===== config.mk =====
export PLATFORM = sky130hd
export DESIGN_NAME = api_frame_tx_escaper
export DESIGN_NICKNAME = d
export VERILOG_FILES = /design/src/rtl/aftx_pkg.sv /design/src/rtl/aftx_fifo.sv /design/src/rtl/aftx_front.sv /design/src/rtl/aftx_back.sv /design/src/rtl/api_frame_tx_escaper.sv
export SDC_FILE = /design/constraint.sdc
export NUM_CORES = 1
export LEC_CHECK = 0
export BUFFER_PORTS_ARGS = -buffer_cell sky130_fd_sc_hd__buf_4
export CORE_MARGIN = 4
export CORE_UTILIZATION = 64
export CTS_CLUSTER_DIAMETER = 30
export DETAILED_ROUTE_END_ITERATION = 8
export PLACE_DENSITY = 0.86
export SLEW_MARGIN = 15
export SYNTH_ARGS = -nofsm -noshare
export SYNTH_HDL_FRONTEND = slang
export SYNTH_SLANG_ARGS = --single-unit
export TNS_END_PERCENT = 5

===== constraint.sdc =====
create_clock -name clk -period 12.9 [get_ports clk]
set_clock_uncertainty 0.2 [all_clocks]
set_input_delay 1.935 -clock clk [delete_from_list [all_inputs] [get_ports clk]]
set_output_delay 1.935 -clock clk [all_outputs]
set_load 0.1 [all_outputs]

===== src/rtl/aftx_pkg.sv =====
// Package for the escaped transmit-request frame builder.
// Holds the beat types, the frame constants and the escape test; no dependencies.
`default_nettype none

package aftx_pkg;

  localparam logic [7:0] FRAME_DELIM  = 8'h7E;
  localparam logic [7:0] ESC_BYTE     = 8'h7D;
  localparam logic [7:0] XON_BYTE     = 8'h11;
  localparam logic [7:0] XOFF_BYTE    = 8'h13;
  localparam logic [7:0] ESC_FLIP     = 8'h20;
  localparam logic [7:0] CSUM_BASE    = 8'hFF;
  localparam logic [8:0] HDR_FIXED    = 9'd14;

  // Register indexes of the configuration port
  localparam logic [2:0] REG_API_IDENT   = 3'd0;
  localparam logic [2:0] REG_FRAME_IDENT = 3'd1;
  localparam logic [2:0] REG_DEST_LONG   = 3'd2;
  localparam logic [2:0] REG_DEST_SHORT  = 3'd3;
  localparam logic [2:0] REG_HOP_RADIUS  = 3'd4;
  localparam logic [2:0] REG_TX_OPTIONS  = 3'd5;

  // Raw byte positions walked by the back end
  localparam logic [4:0] IDX_DELIM   = 5'd0;
  localparam logic [4:0] IDX_LEN_HI  = 5'd1;
  localparam logic [4:0] IDX_LEN_LO  = 5'd2;
  localparam logic [4:0] IDX_API     = 5'd3;
  localparam logic [4:0] IDX_FRAME   = 5'd4;
  localparam logic [4:0] IDX_ADDR0   = 5'd5;
  localparam logic [4:0] IDX_ADDR7   = 5'd12;
  localparam logic [4:0] IDX_SHORT_H = 5'd13;
  localparam logic [4:0] IDX_SHORT_L = 5'd14;
  localparam logic [4:0] IDX_RADIUS  = 5'd15;
  localparam logic [4:0] IDX_OPTIONS = 5'd16;
  localparam logic [4:0] IDX_PAYLOAD = 5'd17;
  localparam logic [4:0] IDX_CSUM    = 5'd18;

  typedef struct packed {
    logic [7:0] pbyte;
    logic [7:0] len;
    logic       open;
    logic       last;
  } job_t;

  typedef struct packed {
    logic [7:0] lbyte;
    logic       frame_end;
    logic       run_last;
  } line_t;

  typedef struct packed {
    logic [7:0]  api_ident;
    logic [7:0]  frame_ident;
    logic [63:0] dest_addr_long;
    logic [15:0] dest_addr_short;
    logic [7:0]  hop_radius;
    logic [7:0]  tx_options;
  } hdr_cfg_t;

  function automatic logic needs_escape(input logic [7:0] b);
    needs_escape = (b == FRAME_DELIM) || (b == ESC_BYTE) ||
                   (b == XON_BYTE) || (b == XOFF_BYTE);
  endfunction

endpackage

`default_nettype wire


===== src/rtl/aftx_fifo.sv =====
// Two-entry queue used between front and back, and in front of the result port.
// Generic over the beat width; no package dependency.
`default_nettype none

module aftx_fifo #(
  parameter int W = 8
) (
  input  wire logic         clk,
  input  wire logic         rst_n,
  input  wire logic         push,
  input  wire logic [W-1:0] din,
  output logic              full,
  input  wire logic         pop,
  output logic              empty,
  output logic [W-1:0]      dout
);

  logic [W-1:0] mem [2];
  logic         wr_ptr_r, wr_ptr_nxt;
  logic         rd_ptr_r, rd_ptr_nxt;
  logic [1:0]   count_r, count_nxt;
  logic         do_wr, do_rd;

  assign full  = (count_r == 2'd2);
  assign empty = (count_r == 2'd0);
  assign dout  = mem[rd_ptr_r];
  assign do_wr = push && !full;
  assign do_rd = pop && !empty;

  always_comb begin
    wr_ptr_nxt = do_wr ? ~wr_ptr_r : wr_ptr_r;
    rd_ptr_nxt = do_rd ? ~rd_ptr_r : rd_ptr_r;
    count_nxt  = count_r;
    if (do_wr && !do_rd) begin
      count_nxt = count_r + 2'd1;
    end else if (do_rd && !do_wr) begin
      count_nxt = count_r - 2'd1;
    end
  end

  always_ff @(posedge clk) begin
    if (!rst_n) begin
      wr_ptr_r <= 1'b0;
      rd_ptr_r <= 1'b0;
      count_r  <= 2'd0;
    end else begin
      wr_ptr_r <= wr_ptr_nxt;
      rd_ptr_r <= rd_ptr_nxt;
      count_r  <= count_nxt;
    end
  end

  always_ff @(posedge clk) begin
    if (do_wr) begin
      mem[wr_ptr_r] <= din;
    end
  end

endmodule

`default_nettype wire


===== src/rtl/aftx_front.sv =====
// Front end: accepts payload beats, tracks the open frame and tags each beat.
// Depends on aftx_pkg for the job type.
`default_nettype none

module aftx_front
  import aftx_pkg::*;
#(
  parameter int MAX_PAYLOAD = 255
) (
  input  wire logic       clk,
  input  wire logic       rst_n,
  input  wire logic       accept,
  input  wire logic [7:0] payload_byte,
  input  wire logic [7:0] payload_len,
  output job_t            job
);

  logic [7:0] bytes_left_r, bytes_left_nxt;
  logic [7:0] len_fix;
  logic [7:0] remain;

  always_comb begin
    len_fix = (payload_len == 8'd0) ? 8'd1 : payload_len;
    if (len_fix > 8'(MAX_PAYLOAD)) begin
      len_fix = 8'(MAX_PAYLOAD);
    end
    remain = (bytes_left_r == 8'd0) ? len_fix - 8'd1 : bytes_left_r - 8'd1;

    job.pbyte = payload_byte;
    job.len   = len_fix;
    job.open  = (bytes_left_r == 8'd0);
    job.last  = (remain == 8'd0);

    bytes_left_nxt = accept ? remain : bytes_left_r;
  end

  always_ff @(posedge clk) begin
    if (!rst_n) begin
      bytes_left_r <= 8'd0;
    end else begin
      bytes_left_r <= bytes_left_nxt;
    end
  end

endmodule

`default_nettype wire


===== src/rtl/aftx_back.sv =====
// Back end: walks the header, payload and checksum bytes of a frame and escapes them.
// Depends on aftx_pkg for job, line and header types.
`default_nettype none

module aftx_back
  import aftx_pkg::*;
(
  input  wire logic clk,
  input  wire logic rst_n,
  input  wire logic job_valid,
  input  job_t      job,
  output logic      job_pop,
  input  hdr_cfg_t  cfg,
  input  wire logic line_full,
  output logic      line_push,
  output line_t     line
);

  logic       active_r, active_nxt;
  logic [4:0] idx_r, idx_nxt;
  logic       esc_r, esc_nxt;
  logic [7:0] sum_r, sum_nxt;

  logic [4:0] cur_idx;
  logic [7:0] raw;
  logic [8:0] total;
  logic [2:0] addr_sel;
  logic       fire;
  logic       advance;
  logic       job_done;
  logic       summed;

  always_comb begin
    cur_idx  = active_r ? idx_r : (job.open ? IDX_DELIM : IDX_PAYLOAD);
    total    = {1'b0, job.len} + HDR_FIXED;
    addr_sel = 3'(IDX_ADDR7 - cur_idx);

    case (cur_idx)
      IDX_DELIM:   raw = FRAME_DELIM;
      IDX_LEN_HI:  raw = {7'd0, total[8]};
      IDX_LEN_LO:  raw = total[7:0];
      IDX_API:     raw = cfg.api_ident;
      IDX_FRAME:   raw = cfg.frame_ident;
      IDX_SHORT_H: raw = cfg.dest_addr_short[15:8];
      IDX_SHORT_L: raw = cfg.dest_addr_short[7:0];
      IDX_RADIUS:  raw = cfg.hop_radius;
      IDX_OPTIONS: raw = cfg.tx_options;
      IDX_PAYLOAD: raw = job.pbyte;
      IDX_CSUM:    raw = CSUM_BASE - sum_r;
      default:     raw = cfg.dest_addr_long[{addr_sel, 3'b000} +: 8];
    endcase

    summed = (cur_idx >= IDX_API) && (cur_idx <= IDX_PAYLOAD);
    fire   = job_valid && !line_full;

    // Delimiter goes out raw; escaped bytes take two line beats
    if (esc_r) begin
      line.lbyte = raw ^ ESC_FLIP;
      advance    = fire;
    end else if ((cur_idx != IDX_DELIM) && needs_escape(raw)) begin
      line.lbyte = ESC_BYTE;
      advance    = 1'b0;
    end else begin
      line.lbyte = raw;
      advance    = fire;
    end

    job_done = advance &&
               ((cur_idx == IDX_CSUM) || ((cur_idx == IDX_PAYLOAD) && !job.last));
    line.frame_end = advance && (cur_idx == IDX_CSUM);
    line.run_last  = job_done;
    line_push      = fire;
    job_pop        = job_done;

    active_nxt = active_r;
    idx_nxt    = idx_r;
    esc_nxt    = esc_r;
    sum_nxt    = sum_r;
    if (fire) begin
      esc_nxt = !advance;
      if (advance) begin
        if (cur_idx == IDX_DELIM) begin
          sum_nxt = 8'd0;
        end else if (summed) begin
          sum_nxt = sum_r + raw;
        end
        if (job_done) begin
          active_nxt = 1'b0;
        end else begin
          active_nxt = 1'b1;
          idx_nxt    = cur_idx + 5'd1;
        end
      end else begin
        // Hold position for the second half of the escape
        active_nxt = 1'b1;
        idx_nxt    = cur_idx;
      end
    end
  end

  always_ff @(posedge clk) begin
    if (!rst_n) begin
      active_r <= 1'b0;
      idx_r    <= IDX_DELIM;
      esc_r    <= 1'b0;
      sum_r    <= 8'd0;
    end else begin
      active_r <= active_nxt;
      idx_r    <= idx_nxt;
      esc_r    <= esc_nxt;
      sum_r    <= sum_nxt;
    end
  end

endmodule

`default_nettype wire


===== src/rtl/api_frame_tx_escaper.sv =====
// Top level of the escaped transmit-request frame builder.
// Uses aftx_pkg, aftx_front, aftx_fifo and aftx_back.
//
//   channel | ports                                          | handshake
//   --------+------------------------------------------------+-----------------
//   input   | in_payload_byte, in_payload_len                | in_push / in_full
//   result  | out_byte, out_frame_end, out_run_last          | out_empty / out_pop
//   config  | cfg_index, cfg_data                            | cfg_we
//
// The back end emits one line byte per cycle while a job waits and the result
// queue is not full. An escaped byte goes out as the escape byte, then the
// flipped byte; a frame-opening beat adds the 17 header bytes and the closing
// beat the checksum byte. A two-entry job queue and a two-entry result queue
// let each side stall on its own. Reset is synchronous on rst_n; no clearing pass.
`default_nettype none

module api_frame_tx_escaper
  import aftx_pkg::*;
#(
  parameter int MAX_PAYLOAD = 255
) (
  input  wire logic        clk,
  input  wire logic        rst_n,
  input  wire logic        in_push,
  output logic             in_full,
  input  wire logic [7:0]  in_payload_byte,
  input  wire logic [7:0]  in_payload_len,
  output logic             out_empty,
  input  wire logic        out_pop,
  output logic [7:0]       out_byte,
  output logic             out_frame_end,
  output logic             out_run_last,
  input  wire logic        cfg_we,
  input  wire logic [2:0]  cfg_index,
  input  wire logic [63:0] cfg_data
);

  hdr_cfg_t cfg_r;
  job_t     job_in, job_head;
  logic     job_empty, job_pop;
  logic     line_full, line_push;
  line_t    line_in, line_head;
  logic     in_accept;

  assign in_accept = in_push && !in_full;

  always_ff @(posedge clk) begin
    if (!rst_n) begin
      cfg_r.api_ident       <= 8'h10;
      cfg_r.frame_ident     <= 8'h01;
      cfg_r.dest_addr_long  <= 64'h0000_0000_0000_FFFF;
      cfg_r.dest_addr_short <= 16'hFFFE;
      cfg_r.hop_radius      <= 8'h00;
      cfg_r.tx_options      <= 8'h00;
    end else if (cfg_we) begin
      case (cfg_index)
        REG_API_IDENT:   cfg_r.api_ident       <= cfg_data[7:0];
        REG_FRAME_IDENT: cfg_r.frame_ident     <= cfg_data[7:0];
        REG_DEST_LONG:   cfg_r.dest_addr_long  <= cfg_data;
        REG_DEST_SHORT:  cfg_r.dest_addr_short <= cfg_data[15:0];
        REG_HOP_RADIUS:  cfg_r.hop_radius      <= cfg_data[7:0];
        REG_TX_OPTIONS:  cfg_r.tx_options      <= cfg_data[7:0];
        default: ;
      endcase
    end
  end

  aftx_front #(
    .MAX_PAYLOAD (MAX_PAYLOAD)
  ) u_front (
    .clk          (clk),
    .rst_n        (rst_n),
    .accept       (in_accept),
    .payload_byte (in_payload_byte),
    .payload_len  (in_payload_len),
    .job          (job_in)
  );

  aftx_fifo #(
    .W ($bits(job_t))
  ) u_job_q (
    .clk   (clk),
    .rst_n (rst_n),
    .push  (in_push),
    .din   (job_in),
    .full  (in_full),
    .pop   (job_pop),
    .empty (job_empty),
    .dout  (job_head)
  );

  aftx_back u_back (
    .clk       (clk),
    .rst_n     (rst_n),
    .job_valid (!job_empty),
    .job       (job_head),
    .job_pop   (job_pop),
    .cfg       (cfg_r),
    .line_full (line_full),
    .line_push (line_push),
    .line      (line_in)
  );

  aftx_fifo #(
    .W ($bits(line_t))
  ) u_out_q (
    .clk   (clk),
    .rst_n (rst_n),
    .push  (line_push),
    .din   (line_in),
    .full  (line_full),
    .pop   (out_pop),
    .empty (out_empty),
    .dout  (line_head)
  );

  assign out_byte      = line_head.lbyte;
  assign out_frame_end = line_head.frame_end;
  assign out_run_last  = line_head.run_last;

endmodule

`default_nettype wire

==> flow_summary_export.csv, run 1 <==
group,metric,value,unit
setup_path,worstReg2RegEnd,"u_job_q.count_r[1]",
finish,drive_gt1_share,18.3,%
cts,clk_pin_slew,50,ps
die,dieArea,0.0171,mm2
place,place_congestion,0.963,
synthesis,ys_ff_latch,201,
timing,tns,0,ps
die,ioPinCount,100,
die,core-area,0.0146,mm2
hold_path,hold_depth,2,
route,routedWlPerCell,19.6,um
setup_path,max_stage_delay,710,ps
setup_path,critPathLaunchType,"flop",
finish,insertedDiodeCount,0,
cts,cts_hold_buf,0,
finish,final_nets,1259,
route,drt-initial-drc-count,947,
global_route,grt_use_total,30.9,%
pwr,p_per_area,281,mW/mm2
finish,fin_util,79.5,%
synthesis,yosysMostFrequentCell,"nand2_1",
cts,h-tree-depth,2,
timing,final_max_slew_viol_count,0,
die,die_height,131,um
setup_path,critPathMostFrequentCell,"ha_1",
place,io_buffers,99,
timing,post-route-period-util,48.3,%
die,rows,44,
synthesis,synth_area,0.00967,mm2
status,status,"complete, no violations",
place,dp_worst_setup_slack,6440,ps
route,vias_per_cell,6.27,
synthesis,ys_types,87,
cts,cts_buffers,36,
pwr,switchingPower,1.33,mW
global_route,grt_antenna_before_repair,0,
setup_path,required,13120,ps
pwr,p_clk_share,29.3,%
die,die_x,131,um
global_route,grt_max_degree,102,
pwr,intPower,1.94,mW
synthesis,synth.top_cell.area_share,30.0,%
finish,syn2layout_area_growth,20.4,%
setup_path,path_cells,"mux2_4 -> o21ai_4 -> ha_1 -> inv_1 -> nor2_1 -> ha_1 -> nor3_1 -> o211ai_1 -> a22o_1 -> nand3_1 -> o22a_4 -> and4_1 -> o2111a_2 -> a21oi_2 -> and2_4 -> inv_1 -> ha_1 -> or3_1 -> a21oi_1",
setup_path,cpLargestDelayFamily,"compound AO/OA/AOI/OAI gates",
synthesis,ys_seq_area_share,47.4,%
setup_path,cp-end-kind,"flop",
route,drt_first_pass_iters,6,
pwr,ir_drop,184,uV
cts,cts_setup_buffers,0,
synthesis,yosys_most_used_dff,"dfxtp_1",
flow_run,cap_violations,0,
cts,cts_resized,0,
global_route,grt_pass1_wl,41600,um
route,wl,26700,um
synthesis,ys_warn_count,0,
place,place_hpwl,17700,um
pwr,pwr-share-seq,26.6,%
setup_path,cp_slowest_cell,"dfxtp_2",
cts,clock-root-buffer,"clkbuf_16",
hold_path,min_path_type,"flop to flop",
die,initial_utilization,66.1,%
synthesis,synth_edf_count,56,
setup_path,arrival,6450,ps
synthesis,netlist_instances,1082,
global_route,grt-ovfl-total,0,
hold_path,hold_start,"cfg_r[5]",
route,vias,8555,
cts,clock_latency,520,ps
timing,worst_slack,6670,ps
route,drc,0,
setup_path,reg2regPathDepth,19,
setup_path,criticalPathCategory,"flop to flop",
cts,cts_tree,"yes",
synthesis,synth_largest_area_cell,"dfxtp_1",
timing,worst_slew_pin_slew,1130,ps
setup_path,path_buf_inv,2,
hold_path,min_to,"cfg_r[5]",
global_route,grt_pass1_vias,8137,
pwr,comb_power_share,44.1,%
pwr,switching_share,40.8,%
timing,post-route-min-period,6230,ps
synthesis,synthTopCellsByCount,"nand2_1, dfxtp_1, a21oi_1",
cts,cts_sinks,201,
setup_path,cp_max_fo,28,
pwr,p_leak,4.52,nW
synthesis,synth_area_leaders,"dfxtp_1, edfxtp_1, nand2_1, a21oi_1, mux2i_1",
timing,hold_violations,0,
synthesis,syn_avg_cell_area,8.94,um2
timing,setup_violations,0,
timing,max_freq,0.161,GHz
route,ant_nets,0,
setup_path,rrSetupSlack,6670,ps
cts,clk_path_buf_depth,3,
timing,rsz0062_at_grt,"false",
synthesis,async_flop_share,0,%
synthesis,syn_nets,1188,
timing,relSlewSlack,24.4,%
finish,final.fill_count,964,
## sequential cells by signal (all words and copies together) (netlist names), named ones only
name                  flops
u_job_q.rd_ptr_r          1
u_job_q.wr_ptr_r          1
u_out_q.rd_ptr_r          1
u_back.active_r           1
u_back.esc_r              1
u_out_q.count_r           2
u_back.sum_r              8
u_job_q.count_r           2
u_job_q.mem              36
u_out_q.mem              20
u_back.idx_r              5
u_front.bytes_left_r      8
cfg_r                   112
u_out_q.wr_ptr_r          1
## worst reg2reg max path: stages, from the launching register on
cell and delay, ps:
dfxtp_2 710, mux2_4 420, o21ai_4 600, ha_1 710, inv_1 90, nor2_1 130, ha_1 410, nor3_1 90
o211ai_1 200, a22o_1 310, nand3_1 140, o22a_4 290, and4_1 180, o2111a_2 290, a21oi_2 280, and2_4 230
inv_1 60, ha_1 320, or3_1 350, a21oi_1 140
## worst max-delay path by stage
| stage | start | to | slack [ps] | cells past startpoint |
|---|---|---|---|---|
| 4_1_cts | flop | u_job_q.count_r[1] | 6400 | 17 |
| 6_report | flop | u_job_q.count_r[1] | 6670 | 19 |
| 2_1_floorplan | flop | u_back.sum_r[7] | 7650 | 26 |
| 3_5_place_dp | flop | u_job_q.count_r[1] | 6440 | 17 |
| 5_1_grt | flop | u_job_q.count_r[1] | 6210 | 18 |
| 3_3_place_gp | flop | u_job_q.count_r[1] | 6550 | 17 |
## per-layer routing
metal  routed length (um)  vias up  global-route usage (%)
met5                    0        -                       0
met4                  937        0                    12.1
met3                 2440       87                    6.46
met2                12700      438                    50.9
met1                10600     4060                    40.1
li1                     -     3970                       -
## placed cells by master, fill, tap and decap left out, types with 24 or more instances in the layout
master,instances
nand2_1,270
dfxtp_1,144
a21oi_1,109
buf_4,104
edfxtp_1,56
nand3_1,52
nor2_1,39
mux2i_1,38
clkbuf_16,36
o21ai_0,25
inv_1,24
## cells by family after synthesis
group,count (synthesis),synth area share (%)
and+or+nand+nor,438,19.9
AOI/OAI and AO/OA,245,16.7
DFF,201,47.4
buffers and inverters,99,4.23
muxes,62,7.64
xor gates and xnor gates,19,1.72
adders and majority gates,18,2.41
## through the flow
stage / cell area [um2] / instances / hold slack [ps] / power, mW
2_1_floorplan: 9670 / 1082 / 233 / 1.97
6_report: 11600 / 1365 / 252 / 3.27
5_1_grt: 11600 / 1365 / 273 / 3.42
4_1_cts: 11600 / 1365 / 251 / 3.25
3_5_place_dp: 10400 / 1299 / 245 / 2.28
3_3_place_gp: 10400 / 1299 / 239 / 2.25
## power groups by stage
stage          logic (mW)  clock network, mW  registers (mW)
4_1_cts              1.42              0.965           0.866
6_report             1.44              0.957           0.870
2_1_floorplan        1.15                  0           0.828
5_1_grt              1.55              0.996           0.877
3_3_place_gp         1.38                  0           0.873
3_5_place_dp         1.40                  0           0.876
## layout make-up
type	count	area [um2]	area share [%]
tap	184	230	1.98
inverter	28	105	0.903
multi-input combinational	782	4690	40.3
clock inverter	24	292	2.50
clock buffer	42	963	8.27
timing repair buffer	104	781	6.70
sequential	201	4590	39.4
Power figures use the tool's default switching activity.
==> inputs of run 2 (changes only) <==
Settings changed: CORE_UTILIZATION 64 to 53, PLACE_DENSITY 0.86 to 0.76.
Clock period 12.9 ns to 5.1 ns, I/O delays scaled along.
==> flow_summary_export.csv, run 2 (synthesis results as in run 1) <==
group,metric,value,unit
cts,clk_path_buf_depth,3,
route,routedWlPerCell,18.3,um
route,wl,26200,um
finish,insertedDiodeCount,0,
die,ioPinCount,100,
setup_path,criticalPathCategory,"flop to flop",
timing,post-route-period-util,95.0,%
timing,final_max_slew_viol_count,0,
timing,post-route-min-period,4850,ps
setup_path,cp-end-kind,"flop",
status,status,"complete, no violations",
finish,fin_util,66.5,%
place,place_congestion,0.964,
route,drt_first_pass_iters,5,
finish,final.fill_count,1435,
finish,mostFrequentLayoutCell,"nand2_1",
die,rows,49,
global_route,grt_pass1_vias,8036,
finish,fin_area,0.0119,mm2
setup_path,rrSetupSlack,250,ps
setup_path,cp.depth,23,
setup_path,path_buf_inv,2,
finish,drive_gt1_share,19.9,%
cts,clk_pin_slew,50,ps
finish,final_cell_mix,"nand2_1, dfxtp_1, buf_4",
die,initial_utilization,53.9,%
finish,multi_input_comb_area,0.00472,mm2
place,placed_area,0.0105,mm2
finish,top_regs,"cfg_r (112), u_job_q.mem (36), u_out_q.mem (20)",
cts,clock_latency,510,ps
finish,syn2layout_area_growth,23.5,%
setup_path,cp_max_fo,10,
setup_path,arrival,5060,ps
cts,cts_buffers,40,
place,io_buffers,99,
finish,largest_reg_flops,112,
route,ant_nets,0,
route,vias_per_cell,5.88,
die,dieArea,0.0205,mm2
die,core-area,0.0180,mm2
finish,largest-register,"cfg_r",
setup_path,critPathLaunchType,"flop",
cts,cts_tree,"yes",
setup_path,required,5320,ps
finish,final_nets,1277,
route,drc,0,
timing,hold_violations,0,
hold_path,min_to,"u_job_q.mem[1][10]",
pwr,p_per_area,723,mW/mm2
timing,setup_violations,0,
hold_path,hold_depth,1,
setup_path,cp_slowest_cell,"or3_1",
global_route,grt_antenna_before_repair,0,
global_route,grt_max_degree,86,
setup_path,reg2regPathDepth,23,
timing,tns,0,ps
pwr,p_leak,4.66,nW
timing,rsz0062_at_grt,"false",
setup_path,cpLargestDelayFamily,"compound AO/OA/AOI/OAI gates",
setup_path,path_cells,"mux2_4 -> o21ai_4 -> buf_6 -> ha_1 -> inv_1 -> nor2_1 -> ha_4 -> nor3_1 -> o211ai_1 -> a22oi_4 -> or3_1 -> and2_1 -> ha_1 -> a21o_1 -> a21oi_2 -> o21bai_1 -> a21oi_2 -> o21bai_1 -> a21oi_1 -> xnor2_1 -> nand2b_1 -> a31o_2 -> a21oi_1",
hold_path,hold_start,"in_payload_byte[0]",
global_route,grt_pass1_wl,41600,um
setup_path,worstReg2RegEnd,"u_back.sum_r[7]",
die,die_height,143,um
cts,cts_sinks,201,
cts,h-tree-depth,2,
global_route,grt-ovfl-total,0,
die,die_x,143,um
cts,clock-root-buffer,"clkbuf_16",
hold_path,min_path_type,"input port to flop",
route,drt-initial-drc-count,904,
place,place_hpwl,18200,um
timing,relSlewSlack,37.9,%
global_route,grt_use_total,25.4,%
setup_path,max_stage_delay,450,ps
finish,regArea,0.00459,mm2
flow_run,cap_violations,0,
timing,worst_slew_pin_slew,930,ps
timing,max_freq,0.206,GHz
route,vias,8409,
pwr,ir_drop,772,uV
run 2: cell count changes in the layout (fill, tap and decap cells not counted), moves of 2 or more:
cell / change
inv_8: +2
clkbuf_16: +5
inv_6: +2
clkbuf_1: +2
a21oi_2: +2
clkinv_8: -3
clkinvlp_4: -2
ha_2: +2
ha_1: -3
buf_4: +13
a21oi_1: -2
run 2: layer usage:
metal,track usage [%],wire (um),vias to the layer above
met5,0,0,-
li1,-,-,4019
met2,38.9,11900,353
met3,5.19,2300,63
met4,9.20,752,0
met1,35.9,11300,3974
run 2: layout make-up:
type,instances,area share (%)
clock inverters,23,2.26
repair buffers,118,7.44
well taps,229,2.40
inverters,28,0.880
flip-flops and latches,201,38.4
clock buffers,49,9.17
multi-input cells,782,39.5
run 2: how the worst max path moves through the flow:
stage,start,end,slack [ps]
floorplan,flop,u_back.sum_r[7],30
global placement,flop,u_back.sum_r[7],330
detailed placement,flop,u_back.sum_r[7],110
CTS,flop,u_back.sum_r[7],90
global route,flop,u_back.sum_r[7],7
finish,flop,u_back.sum_r[7],250
run 2: per-stage QoR:
stage / total power [mW] / cells / hold WS [ps] / setup WS [ps]
floorplan: 5.00 / 1082 / 233 / 28.3
global placement: 5.81 / 1356 / 240 / 327
detailed placement: 5.89 / 1356 / 247 / 110
CTS: 8.54 / 1428 / 235 / 85.4
global route: 9.06 / 1430 / 239 / 6.67
finish: 8.64 / 1430 / 250 / 253
run 2: power by group:
part,leakage [nW],switching (mW),internal (mW),total (mW)
clock network,0.663,0.870,1.75,2.62
logic,2.29,2.42,1.44,3.87
registers,1.70,0.172,1.98,2.15
total,4.66,3.47,5.17,8.64
run 2: what timing repair did:
item / in CTS / in global routing
hold buffers: 0 / 0
resized for setup: 0 / 8
setup endpoints to repair: 0 / 2
buffers inserted: 0 / 2
